$ cat config.mk
export PLATFORM = sky130hd
export DESIGN_NAME = sll_ctrl
export DESIGN_NICKNAME = d
export VERILOG_FILES = /design/src/rtl/core/sll_pkg.sv /design/src/rtl/core/sll_ctrl.sv
export SDC_FILE = /design/constraint.sdc
export NUM_CORES = 1
export LEC_CHECK = 0
export ABC_AREA = 1
export ABC_CLOCK_PERIOD_IN_PS = 1100
export BUFFER_PORTS_ARGS = -buffer_cell sky130_fd_sc_hd__buf_4
export CAP_MARGIN = 20
export CORE_MARGIN = 2
export CORE_UTILIZATION = 42
export DETAILED_ROUTE_END_ITERATION = 6
export PLACE_DENSITY = 0.8
export SYNTH_ARGS = -nofsm -noshare
export SYNTH_HDL_FRONTEND = slang
export SYNTH_SLANG_ARGS = --single-unit
$ cat constraint.sdc
create_clock -name clk -period 1.1 [get_ports clk]
set_input_delay 0.055 -clock clk [delete_from_list [all_inputs] [get_ports clk]]
set_output_delay 0.055 -clock clk [all_outputs]
set_load 0.02 [all_outputs]
$ cat src/rtl/core/sll_pkg.sv
// Shared types and constants of the static linked list engine.
// Request and status codes, port widths, controller states and the
// command and status bundles between controller and datapath.
package sll_pkg;

    localparam int POS_W      = 10;
    localparam int VAL_W      = 32;
    localparam int SLOT_W     = 10;
    localparam int CNT_W      = 10;
    localparam int IN_DATA_W  = 48;
    localparam int OUT_DATA_W = 56;
    localparam int OUT_PAD_W  = OUT_DATA_W - CNT_W - VAL_W - SLOT_W;

    typedef enum logic [1:0] {
        REQ_INSERT = 2'd0,
        REQ_DELETE = 2'd1,
        REQ_READ   = 2'd2,
        REQ_SEARCH = 2'd3
    } req_t;

    typedef enum logic [1:0] {
        ST_OK    = 2'd0,
        ST_RANGE = 2'd1,
        ST_FULL  = 2'd2,
        ST_MISS  = 2'd3
    } status_t;

    typedef enum logic [7:0] {
        S_CLEAR      = 8'b0000_0001,
        S_IDLE       = 8'b0000_0010,
        S_CHECK      = 8'b0000_0100,
        S_WALK       = 8'b0000_1000,
        S_INS_FIN    = 8'b0001_0000,
        S_DEL_UNLINK = 8'b0010_0000,
        S_DEL_FREE   = 8'b0100_0000,
        S_RESP       = 8'b1000_0000
    } state_t;

    typedef struct packed {
        logic accept;
        logic clr_step;
        logic walk_start;
        logic walk_step;
        logic ins_link;
        logic ins_fin;
        logic del_rd;
        logic del_unlink;
        logic del_free;
        logic set_range;
        logic set_full;
        logic set_miss;
        logic set_found;
        logic set_read;
        logic emit;
    } cmd_t;

    typedef struct packed {
        req_t req;
        logic clr_last;
        logic range_err;
        logic full;
        logic walk_done;
        logic search_hit;
        logic search_end;
        logic out_free;
    } stat_t;

endpackage

$ cat src/rtl/core/sll_ctrl.sv
// Controller state machine of the static linked list engine.
// Depends on sll_pkg; drives the datapath through cmd_t and reads stat_t.
module sll_ctrl (
    input  logic          clk,
    input  logic          rst_n,
    input  logic          in_valid,
    output logic          in_ready,
    input  sll_pkg::stat_t stat,
    output sll_pkg::cmd_t  cmd
);

    import sll_pkg::*;

    state_t state_reg;
    state_t state_next;

    always_comb
    begin
        cmd        = '0;
        state_next = state_reg;
        in_ready   = (state_reg == S_IDLE);
        unique case (state_reg)
            S_CLEAR:
            begin
                cmd.clr_step = 1'b1;
                if (stat.clr_last)
                begin
                    state_next = S_IDLE;
                end
            end
            S_IDLE:
            begin
                if (in_valid)
                begin
                    cmd.accept = 1'b1;
                    state_next = S_CHECK;
                end
            end
            S_CHECK:
            begin
                if (stat.req == REQ_SEARCH)
                begin
                    cmd.walk_start = 1'b1;
                    state_next     = S_WALK;
                end
                else if (stat.range_err)
                begin
                    cmd.set_range = 1'b1;
                    state_next    = S_RESP;
                end
                else if (stat.req == REQ_INSERT && stat.full)
                begin
                    cmd.set_full = 1'b1;
                    state_next   = S_RESP;
                end
                else
                begin
                    cmd.walk_start = 1'b1;
                    state_next     = S_WALK;
                end
            end
            S_WALK:
            begin
                if (stat.req == REQ_SEARCH)
                begin
                    if (stat.search_hit)
                    begin
                        cmd.set_found = 1'b1;
                        state_next    = S_RESP;
                    end
                    else if (stat.search_end)
                    begin
                        cmd.set_miss = 1'b1;
                        state_next   = S_RESP;
                    end
                    else
                    begin
                        cmd.walk_step = 1'b1;
                    end
                end
                else if (stat.walk_done)
                begin
                    unique case (stat.req)
                        REQ_INSERT:
                        begin
                            cmd.ins_link = 1'b1;
                            state_next   = S_INS_FIN;
                        end
                        REQ_DELETE:
                        begin
                            cmd.del_rd = 1'b1;
                            state_next = S_DEL_UNLINK;
                        end
                        default:
                        begin
                            cmd.set_read = 1'b1;
                            state_next   = S_RESP;
                        end
                    endcase
                end
                else
                begin
                    cmd.walk_step = 1'b1;
                end
            end
            S_INS_FIN:
            begin
                cmd.ins_fin = 1'b1;
                state_next  = S_RESP;
            end
            S_DEL_UNLINK:
            begin
                cmd.del_unlink = 1'b1;
                state_next     = S_DEL_FREE;
            end
            S_DEL_FREE:
            begin
                cmd.del_free = 1'b1;
                state_next   = S_RESP;
            end
            S_RESP:
            begin
                if (stat.out_free)
                begin
                    cmd.emit   = 1'b1;
                    state_next = S_IDLE;
                end
            end
            default:
            begin
                state_next = S_IDLE;
            end
        endcase
    end

    always_ff @(posedge clk or negedge rst_n)
    begin
        if (!rst_n)
        begin
            state_reg <= S_CLEAR;
        end
        else
        begin
            state_reg <= state_next;
        end
    end

endmodule

==> impl_metrics.py, run 1 <==
metrics = {
    "status": {
        "status": "finished with violations",
        "violations": "negative setup slack",
    },
    "clock_network": {
        "clk_latency_ps": 270,
        "cts_tree": "yes",
        "clkSlewWorstSetupHoldPaths_ps": 70,
        "clockBufferDepth": 2,
        "cts.sinks": 8,
        "cts_root_buf": "clkbuf_4",
        "htree_levels": 1,
        "numCtsBuffers": 3,
    },
    "setup_path": {
        "arrival_ps": 1590,
        "rrSetupSlack_ps": -480,
        "cp-startpoint": "state_reg[6]",
        "critPathMaxFanout": 2,
        "end_kind": "primary output",
        "critical_path_required_ps": 1040,
        "crit_path_start_kind": "flop",
        "path_class": "reg -> out",
        "r2r_start": "state_reg[3]",
    },
    "final_layout": {
        "nFillCells": 34,
        "final_nets": 178,
        "largest_register_ffs": 8,
        "areaGrowthSynthToFinish_pct": 110.3,
        "drive_gt1_frac": 0.7091,
        "antenna_cells": 0,
        "utilization": 0.9565,
    },
    "synthesis": {
        "yosysWarnings": 0,
        "synth_nets": 117,
        "ys_seq_area_frac": 0.2906,
        "postSynthAreaPerCell_um2": 6.602,
        "synthDistinctLibCells": 21,
        "syn_inst": 105,
        "netlist_area_um2": 693.2,
        "ys_ff_latch": 8,
    },
    "timing": {
        "slew_headroom": 0.7959,
        "finalSetupViolations": 23,
        "maxSlewViolCount": 0,
        "setup_slack_ps": -549.2,
        "rsz0062_at_grt": "yes",
        "period_share": 1.499,
        "hold_viol": 0,
        "fmax_mhz": 606.4,
        "layout_min_cycle_time_ps": 1649,
        "final.setup_skew_ps": 14.11,
        "tightest_slew_ps": 304.1,
    },
    "placed_design": {
        "place.gp.congestion": 0.7857,
        "preCtsSetupSlack_ps": -240.8,
        "dp_hpwl_um": 1543,
        "port_buffers": 27,
    },
    "die": {
        "die_area_um2": 1991,
        "pin_count": 28,
        "rows": 14,
        "die_w_um": 44.63,
        "die_y_um": 44.63,
        "initial_utilization": 0.4548,
        "coreArea_um2": 1524,
    },
    "drt": {
        "final_antenna_net_count": 0,
        "drc_errors": 0,
        "avgRoutedWirePerCell_um": 18.33,
        "drt_iter0_drc": 43,
        "firstDrtPassIters": 4,
        "routed_wl_um": 3318,
        "vias": 1004,
        "vias_per_cell": 5.547,
    },
    "power_and_ir_drop": {
        "p_per_area_nw_per_um2": 1687,
        "irDropWorstVdd_mv": 1.309,
        "p_leak_nw": 0.7186,
    },
    "global_routing": {
        "track_usage": 0.2591,
        "antenna_found_initial": 0,
        "grt_pass1_wl_um": 3705,
        "grt_pass1_vias": 905,
        "grt_max_degree": 9,
        "grt-ovfl-total": 0,
    },
    "run": {
        "drv_cap": 0,
    },
    "worst_hold_path": {
        "min_from": "stat[7]",
        "hold_class": "in -> reg",
    },
}
critical path, stage by stage (launching register included):
cell	delay, ps
dfrtp_1	420
buf_4	150
buf_6	110
inv_1	70
nand2_2	50
buf_4	140
nor4_4	170
buf_4	210
area by class of cell:
type	instances	area (µm²)	area share
Clock buffer	4	26.28	0.01803
Multi-Input combinational cell	76	640.6	0.4395
Tap cell	16	20.02	0.01373
Timing Repair Buffer	56	483.0	0.3313
Inverter	21	82.58	0.05665
Sequential cell	8	205.2	0.1408
timing repair:
item                                   4_1_cts  5_1_grt
setup endpoints to repair                   23       24
endpoints found under the hold margin        8        0
gates resized for setup                     24       24
pin swaps                                    8       10
buffers inserted                             8        8
hold buffers                                 1        0
worst paths after layout:
path,cells past startpoint,end
worst max-delay path,7,cmd[0]
worst min-delay path,2,state_reg[4]
worst max register to register,11,state_reg[5]
worst min register to register,4,state_reg[0]
max in group asynchronous,2,state_reg[0]
min in group asynchronous,2,state_reg[5]
where the power goes:
group / switching [W] / internal, W / total [W] / leakage, nW
clock network: 0.000120 / 0.000140 / 0.000260 / 0.0150
logic: 0.00100 / 0.000753 / 0.00175 / 0.604
registers: 0.0000870 / 0.000358 / 0.000445 / 0.0993
logic make-up after synthesis:
logic type             synth area share
buffers and inverters            0.1191
and+or+nand+nor                  0.5632
DFF                              0.2906
AOI/OAI and AO/OA               0.02706
through the flow:
step                total power [W]  TNS [ps]  instances  hold WS (ps)  cell area, µm²
floorplan                  0.001228     -1210        105        -240.6           805.8
global placement           0.001565     -2706        160        -127.2            1119
CTS                        0.002006     -7820        173         26.52            1301
global route               0.002567    -10400        181         39.58            1458
detailed placement         0.001597     -3143        160        -124.9            1119
finish                     0.002459     -9171        181         23.70            1458
layer usage:
layer | up-vias | wire [µm] | track usage | part of all wire
met5 | - | 0 | 0 | 0
met4 | 0 | 161 | 0.1091 | 0.049
met3 | 21 | 198 | 0.02857 | 0.060
met2 | 64 | 1745 | 0.5130 | 0.53
met1 | 476 | 1213 | 0.2658 | 0.37
li1 | 443 | - | - | -
synthesized netlist by cell type, drive strengths merged:
cell type  instances  area (µm²)
nor2              31       170.2
nand2             28       135.1
inv               20       77.58
dfrtp              7       175.2
nand3              6       35.03
nor3               4       20.02
nor4               3       18.77
o21ai              3       18.76
clkinv             1       5.000
dfstp              1       26.28
nand3b             1       11.26
placed cells by master (no fill, tap or decap), drive strengths merged:
cell / synthesis / layout
buf: 0 / 55
nor2: 31 / 31
nand2: 28 / 28
inv: 20 / 20
dfrtp: 7 / 7
nand3: 6 / 6
nor3: 4 / 4
clkbuf: 0 / 4
nor4: 3 / 3
o21ai: 3 / 3
clkinv: 1 / 1
nand3b: 1 / 1
dlygate4sd3: 0 / 1
dfstp: 1 / 1
(Power assumes the default switching activity.)
==> run 2: changes to the inputs <==
--- a/config.mk
+++ b/config.mk
@@ -5,14 +5,15 @@
 export SDC_FILE = /design/constraint.sdc
 export NUM_CORES = 1
 export LEC_CHECK = 0
-export ABC_AREA = 1
 export ABC_CLOCK_PERIOD_IN_PS = 1100
 export BUFFER_PORTS_ARGS = -buffer_cell sky130_fd_sc_hd__buf_4
 export CAP_MARGIN = 20
+export CORE_ASPECT_RATIO = 0.9
 export CORE_MARGIN = 2
-export CORE_UTILIZATION = 42
+export CORE_UTILIZATION = 41
 export DETAILED_ROUTE_END_ITERATION = 6
-export PLACE_DENSITY = 0.8
+export GPL_TIMING_DRIVEN = 0
+export PLACE_DENSITY = 0.79
 export SYNTH_ARGS = -nofsm -noshare
 export SYNTH_HDL_FRONTEND = slang
 export SYNTH_SLANG_ARGS = --single-unit
==> run 2 against run 1 <==
The flow now stops in global routing (5_1_grt). Synthesized area decreased by 3.8%. Synthesized cell count decreased by 25%.
==> impl_metrics.py, run 2 <==
metrics = {
    "clock_network": {
        "numCtsBuffers": 3,
        "cts.sinks": 8,
        "clockBufferDepth": 2,
        "cts_root_buf": "clkbuf_4",
        "htree_levels": 1,
    },
    "die": {
        "pin_count": 28,
        "die_w_um": 46.51,
        "initial_utilization": 0.4505,
        "die_y_um": 42.26,
        "rows": 13,
    },
    "placed_design": {
        "post-place-cells": 127,
        "dp_hpwl_um": 1350,
        "port_buffers": 26,
        "place.gp.congestion": 0.8044,
    },
    "synthesis": {
        "syn_inst": 79,
        "synthFlopType": "dfrtp_1",
        "post-synth-top-count-cell": "nor2_1",
        "yosysTopAreaCell": "dfrtp_1",
        "synthArstFlopShare": 1.000,
        "ys_ff_latch": 8,
        "yosysWarnings": 0,
        "synth_edf_count": 0,
        "synth_area_leaders": "dfrtp_1 (26%), nor3_1 (5.3%), nor4b_1 (5.3%), nor2_1 (4.5%), dfstp_2 (3.9%)",
        "postSynthAreaPerCell_um2": 8.442,
        "ys_seq_area_frac": 0.3021,
        "synth_top_cell_area_share": 0.2627,
        "synth_nets": 91,
        "synth_common_cells": "nor2_1 (8), dfrtp_1 (7), nor3_1 (7)",
        "synthDistinctLibCells": 33,
        "netlist_area_um2": 666.9,
    },
    "status": {
        "error_line": "[ERROR DPL-0038] Utilization greater than 100%, impossible to legalize",
        "status": "stopped before the end",
        "lastStage": "global routing (5_1_grt)",
    },
    "timing": {
        "worst-ep-kind": "output port",
        "worst_endpoint": "cmd[5]",
    },
    "global_routing": {
        "grt_max_degree": 11,
    },
}
## run 2: cell count changes after synthesis, sizes merged, moves of 4 or more
cell	previous run	this run
inv	20	2
nor2	31	8
nor4b	0	4
nand3	6	2
and2	0	4
clkbuf	0	5
nand2	28	2
## run 2: metrics by stage
stage	TNS [ps]	util	setup WS, ps	area (µm²)	hold WS (ps)
CTS	-14440	0.9070	-899.0	1343	95.76
detailed placement	-11780	0.6365	-700.4	942.2	-122.3
global placement	-11640	0.6365	-696.7	942.2	-123.9
floorplan	-8131	-	-544.4	719.4	-240.6
## run 2: timing repair
| action | CTS |
|---|---|
| hold endpoints to repair | 10 |
| endpoints found under the setup margin | 24 |
| resized for setup | 50 |
| buffers inserted | 18 |
| hold buffers | 3 |
| pin swaps | 9 |
## run 2: logic make-up after synthesis
| family | count (synthesis) | synth area share |
|---|---|---|
| flip-flops | 8 | 0.3021 |
| AO/OA/AOI/OAI | 11 | 0.1351 |
| XOR/XNOR | 3 | 0.03941 |
| buffers and inverters | 8 | 0.05629 |
| AND/OR/NAND/NOR | 49 | 0.4672 |
==> run 3: changes to the inputs <==
==> config.mk (replaced) <==
export PLATFORM = sky130hd
export DESIGN_NAME = sll_ctrl
export DESIGN_NICKNAME = d
export VERILOG_FILES = /design/src/rtl/core/sll_pkg.sv /design/src/rtl/core/sll_ctrl.sv
export SDC_FILE = /design/constraint.sdc
export NUM_CORES = 1
export LEC_CHECK = 0
export ABC_CLOCK_PERIOD_IN_PS = 1430
export BUFFER_PORTS_ARGS = -buffer_cell sky130_fd_sc_hd__buf_4
export CAP_MARGIN = 20
export CORE_AREA = 2 2 63 65
export DETAILED_ROUTE_END_ITERATION = 6
export DIE_AREA = 0 0 65 67
export GPL_TIMING_DRIVEN = 0
export PLACE_DENSITY_LB_ADDON = 0.15
export SYNTH_ARGS = -nofsm -noshare
export SYNTH_HDL_FRONTEND = slang
export SYNTH_SLANG_ARGS = --single-unit
==> constraint.sdc (replaced) <==
create_clock -name clk -period 1.43 [get_ports clk]
set_input_delay 0.0715 -clock clk [delete_from_list [all_inputs] [get_ports clk]]
set_output_delay 0.0715 -clock clk [all_outputs]
set_load 0.02 [all_outputs]
==> run 3 against run 2 <==
Synthesized cell count unchanged. The flow now finishes, with violations (negative setup slack). Synthesized area unchanged.
==> impl_metrics.py, run 3 <==
metrics = {
    "drt": {
        "final_antenna_net_count": 0,
        "vias_per_cell": 4.570,
        "avgRoutedWirePerCell_um": 13.05,
        "firstDrtPassIters": 4,
        "vias": 850,
        "routed_wl_um": 2428,
        "drt_iter0_drc": 30,
        "drc_errors": 0,
    },
    "global_routing": {
        "grt_max_degree": 11,
        "grt-ovfl-total": 0,
        "track_usage": 0.1112,
        "grt_pass1_wl_um": 3691,
        "antenna_found_initial": 0,
        "grt_pass1_vias": 849,
    },
    "clock_network": {
        "cts_tree": "yes",
        "cts_root_buf": "clkbuf_8",
        "clockBufferDepth": 2,
        "numCtsBuffers": 3,
        "clk_latency_ps": 220,
        "cts.sinks": 8,
        "htree_levels": 1,
        "clkSlewWorstSetupHoldPaths_ps": 40,
    },
    "timing": {
        "setup_tns_ps": -5733,
        "period_share": 1.385,
        "maxSlewViolCount": 0,
        "fmax_mhz": 504.9,
        "hold_viol": 0,
        "final.setup_skew_ps": 2.864,
        "layout_min_cycle_time_ps": 1981,
        "tightest_slew_ps": 479.6,
        "rsz0062_at_grt": "yes",
        "finalSetupViolations": 21,
        "setup_slack_ps": -550.8,
        "slew_headroom": 0.6803,
    },
    "setup_path": {
        "critPathMaxFanout": 3,
        "cp-startpoint": "state_reg[5]",
        "critical_path_required_ps": 1360,
        "path_class": "reg -> out",
        "crit_end": "cmd[5]",
        "r2r_start": "state_reg[5]",
        "rrSetupSlack_ps": -500,
        "arrival_ps": 1910,
        "end_kind": "primary output",
        "cpMaxStageDelayCell": "or4_4",
        "reg2reg_depth": 5,
        "timing.critical_path.mode_cell": "or4_4",
        "cp_slowest_stage_delay_ps": 550,
        "r2r_end": "state_reg[3]",
        "crit_chain": "or4_4 -> or4_4 -> nor2_4 -> buf_6",
        "crit_path_start_kind": "flop",
    },
    "synthesis": {
        "ys_ff_latch": 8,
        "postSynthAreaPerCell_um2": 8.442,
        "netlist_area_um2": 666.9,
        "synthDistinctLibCells": 33,
        "yosysWarnings": 0,
        "synth_nets": 91,
        "synth_top_cell_area_share": 0.2627,
        "synth_common_cells": "nor2_1 (8), dfrtp_1 (7), nor3_1 (7)",
        "post-synth-top-count-cell": "nor2_1",
        "synth_edf_count": 0,
        "ys_seq_area_frac": 0.3021,
        "synth_area_leaders": "dfrtp_1 (26%), nor3_1 (5.3%), nor4b_1 (5.3%), nor2_1 (4.5%), dfstp_2 (3.9%)",
        "yosysTopAreaCell": "dfrtp_1",
        "synthFlopType": "dfrtp_1",
        "synthArstFlopShare": 1.000,
        "syn_inst": 79,
    },
    "die": {
        "die_area_um2": 4355,
        "initial_utilization": 0.1849,
        "die_w_um": 65,
        "die_y_um": 67,
        "coreArea_um2": 3606,
        "rows": 22,
        "pin_count": 28,
    },
    "final_layout": {
        "largest_register_ffs": 8,
        "nFillCells": 354,
        "final_cell_mix": "buf_4 (38), buf_6 (15), nor2_1 (5)",
        "register_area_um2": 206.4,
        "fin_cells": 186,
        "multi_input_area_um2": 639.4,
        "antenna_cells": 0,
        "areaGrowthSynthToFinish_pct": 124.4,
        "mostFrequentLayoutCell": "buf_4",
        "drive_gt1_frac": 0.7391,
        "final_nets": 151,
    },
    "status": {
        "violations": "negative setup slack",
        "status": "finished with violations",
    },
    "placed_design": {
        "port_buffers": 26,
        "dp_hpwl_um": 1513,
        "post-place-cells": 153,
        "place.gp.congestion": 0.7110,
        "preCtsSetupSlack_ps": -380.4,
    },
    "power_and_ir_drop": {
        "p_per_area_nw_per_um2": 1278,
        "irDropWorstVdd_mv": 0.5302,
        "p_leak_nw": 0.6381,
    },
    "run": {
        "drv_cap": 0,
    },
    "worst_hold_path": {
        "hold_class": "in -> reg",
    },
}
## run 3: cell counts after synthesis
Identical to the previous run, type by type.
## run 3: what timing repair did
action,in CTS,in global routing
gates cloned,0,0
pin swaps,13,11
setup buffers,15,16
gates resized for setup,46,14
endpoints found under the setup margin,22,23
hold buffers,2,0
endpoints found under the hold margin,9,0
## run 3: kinds of logic (layout without fill, tap and decap cells)
| logic type | Yosys count | in the layout | synth area share |
|---|---|---|---|
| AOI/OAI and AO/OA | 11 | 11 | 0.1351 |
| and+or+nand+nor | 49 | 49 | 0.4672 |
| buffers and inverters | 8 | 67 | 0.05629 |
| xor gates and xnor gates | 3 | 3 | 0.03941 |
| DFF | 8 | 8 | 0.3021 |
## run 3: report_power, final
group / leakage [nW] / internal (W) / switching (W) / total [W]
registers: 0.0984 / 0.000272 / 0.0000945 / 0.000366
logic: 0.517 / 0.000748 / 0.000523 / 0.00127
clock network: 0.0228 / 0.000193 / 0.0000830 / 0.000276
## run 3: area by class of cell
cell class,count,share of cell area
repair buffers,57,0.3403
plain buffers,4,0.01923
well taps,48,0.04013
inverters,2,0.005017
flip-flops and latches,8,0.1380
clock buffers,4,0.03010
multi-input cells,63,0.4273
## run 3: worst max-delay path: cells and delay by family (launching register included)
kind	cells	cell delay (ps)
buffers and inverters	1	120
DFF	1	410
and+or+nand+nor	3	1160
## run 3: worst min-delay path by stage
stage	startpoint	end	slack, ps	cells past startpoint
final	in_valid	state_reg[1]	50	2
after global routing	in_valid	state_reg[1]	60	2
after CTS	in_valid	state_reg[1]	40	2
after detailed placement	rst_n	state_reg[2]	-110	1
after global placement	rst_n	state_reg[1]	-110	1
after floorplan	rst_n	state_reg[1]	-220	0
## run 3: routing by layer
layer	global-route usage	vias up	wire length, µm
met5	0	-	0
met4	0.06649	0	27
met3	0.02196	4	64
met2	0.1894	16	1346
met1	0.1284	413	991
li1	-	417	-
## run 3: through the flow
step,utilization,power [W],instance area (µm²),hold slack (ps)
floorplan,-,0.0007616,713.2,-224.1
global placement,0.2686,0.0009474,968.4,-106.5
detailed placement,0.2686,0.0009453,968.4,-108.6
CTS,0.3709,0.001556,1338,42.17
global route,0.4150,0.002043,1496,59.15
finish,0.4150,0.001913,1496,46.77
==> run 4: changes to the inputs <==
--- a/config.mk
+++ b/config.mk
@@ -8,6 +8,8 @@
 export ABC_CLOCK_PERIOD_IN_PS = 1430
 export BUFFER_PORTS_ARGS = -buffer_cell sky130_fd_sc_hd__buf_4
 export CAP_MARGIN = 20
+export CELL_PAD_IN_SITES_DETAIL_PLACEMENT = 2
+export CELL_PAD_IN_SITES_GLOBAL_PLACEMENT = 2
 export CORE_AREA = 2 2 63 65
 export DETAILED_ROUTE_END_ITERATION = 6
 export DIE_AREA = 0 0 65 67
==> run 4 against run 3 <==
Clock power is 3% higher. Largest cell class unchanged. The flow still finishes with violations (negative setup slack). Register-to-register slack better by 130 ps. Wire length is 14% higher. Fmax is 1.0% higher. Highest routed layer unchanged.
==> impl_metrics.py, run 4 (synthesis results as in run 3) <==
metrics = {
    "timing": {
        "tightest_slew_ps": 480.2,
        "maxSlewViolCount": 0,
        "period_share": 1.371,
        "finalSetupViolations": 21,
        "slew_headroom": 0.6799,
        "hold_viol": 0,
        "rsz0062_at_grt": "yes",
        "final.setup_skew_ps": 2.164,
        "setup_slack_ps": -530.3,
        "hold_ws_ps": 32.22,
        "layout_min_cycle_time_ps": 1960,
        "fmax_mhz": 510.1,
    },
    "final_layout": {
        "final_nets": 145,
        "fin_cells": 180,
        "antenna_cells": 0,
        "nFillCells": 382,
        "drive_gt1_frac": 0.7273,
        "final_cell_mix": "buf_4 (36), buf_6 (13), nor2_1 (5)",
        "areaGrowthSynthToFinish_pct": 115.6,
        "register_area_um2": 206.4,
        "mostFrequentLayoutCell": "buf_4",
        "largest_register_ffs": 8,
        "multi_input_area_um2": 645.6,
    },
    "setup_path": {
        "arrival_ps": 1890,
        "path_class": "reg -> out",
        "crit_chain": "or4_4 -> or4_4 -> nor2_4 -> buf_6",
        "critical_path_required_ps": 1360,
        "timing.critical_path.mode_cell": "or4_4",
        "crit_path_start_kind": "flop",
        "end_kind": "primary output",
        "cpMaxStageDelayCell": "or4_4",
        "cp_slowest_stage_delay_ps": 550,
        "critPathMaxFanout": 3,
    },
    "clock_network": {
        "clkSlewWorstSetupHoldPaths_ps": 40,
        "clk_latency_ps": 230,
        "cts.sinks": 8,
        "cts_tree": "yes",
        "htree_levels": 1,
        "numCtsBuffers": 3,
        "clockBufferDepth": 2,
        "cts_root_buf": "clkbuf_8",
    },
    "placed_design": {
        "port_buffers": 26,
        "place.gp.congestion": 0.6990,
        "post-place-cells": 153,
        "dp_hpwl_um": 1781,
        "preCtsSetupSlack_ps": -483.5,
    },
    "drt": {
        "vias": 834,
        "drt_iter0_drc": 28,
        "avgRoutedWirePerCell_um": 15.38,
        "vias_per_cell": 4.633,
        "drc_errors": 0,
        "firstDrtPassIters": 4,
        "final_antenna_net_count": 0,
        "routed_wl_um": 2768,
    },
    "global_routing": {
        "track_usage": 0.1358,
        "grt_pass1_wl_um": 4547,
        "grt_max_degree": 11,
        "busiest_layer": "met2",
        "grt-ovfl-total": 0,
        "grt_use_met2": 0.2526,
        "grt_use_met3": 0.02027,
        "grt_pass1_vias": 922,
        "antenna_found_initial": 0,
        "met1_usage": 0.1578,
    },
    "die": {
        "die_y_um": 67,
        "initial_utilization": 0.1849,
        "die_w_um": 65,
        "pin_count": 28,
        "coreArea_um2": 3606,
        "rows": 22,
        "die_area_um2": 4355,
    },
    "power_and_ir_drop": {
        "p_leak_nw": 0.6055,
        "irDropWorstVdd_mv": 0.3246,
        "p_per_area_nw_per_um2": 1282,
    },
    "run": {
        "drv_cap": 0,
    },
    "worst_hold_path": {
        "hold_class": "in -> reg",
    },
    "status": {
        "violations": "negative setup slack",
        "status": "finished with violations",
    },
}
-- run 4: worst paths after layout --
path,start,end,slack [ps],cells past startpoint
setup / recovery,state_reg[5],cmd[12],-530,4
hold / removal,in_valid,state_reg[1],30,2
setup reg to reg,state_reg[5],state_reg[3],-370,4
hold reg to reg,state_reg[6],state_reg[0],540,3
max in group asynchronous,rst_n,state_reg[0],1020,2
min in group asynchronous,rst_n,state_reg[2],200,2
-- run 4: layout make-up --
| class | instances | share of cell area |
|---|---|---|
| Sequential cell | 8 | 0.1436 |
| Buffer | 4 | 0.02524 |
| Clock buffer | 4 | 0.03133 |
| Inverter | 2 | 0.005222 |
| Timing Repair Buffer | 51 | 0.3037 |
| Tap cell | 48 | 0.04178 |
| Multi-Input combinational cell | 63 | 0.4491 |
-- run 4: timing repair --
action | in CTS | in global routing
endpoints found under the setup margin | 23 | 24
endpoints found under the hold margin | 9 | 0
pin swaps | 14 | 12
setup buffers | 14 | 12
gates resized for setup | 51 | 10
hold buffers | 2 | 0
-- run 4: critical path, delay by kind of cell (launching register included) --
kind	cells	cell delay (ps)
simple gates	3	1150
flops	1	410
buf+inv	1	120
-- run 4: power breakdown --
part / switching [W] / total (W) / internal, W
Sequential: 0.000105 / 0.000377 / 0.000272
Combinational: 0.000536 / 0.00118 / 0.000646
Clock: 0.0000910 / 0.000284 / 0.000193
-- run 4: per-stage QoR --
stage	area (µm²)	total power, W	util	TNS (ps)
2_1_floorplan	713.2	0.0007616	-	-1953
4_1_cts	1348	0.001590	0.3737	-7004
3_5_place_dp	968.4	0.0009734	0.2686	-6758
6_report	1438	0.001844	0.3987	-6199
3_3_place_gp	968.4	0.0009629	0.2686	-7063
5_1_grt	1438	0.001963	0.3987	-7687
-- run 4: routing by layer --
metal,share of wire,up-vias
met4,0.0043,0
met1,0.40,411
met5,0,-
li1,-,402
met3,0.034,2
met2,0.56,19
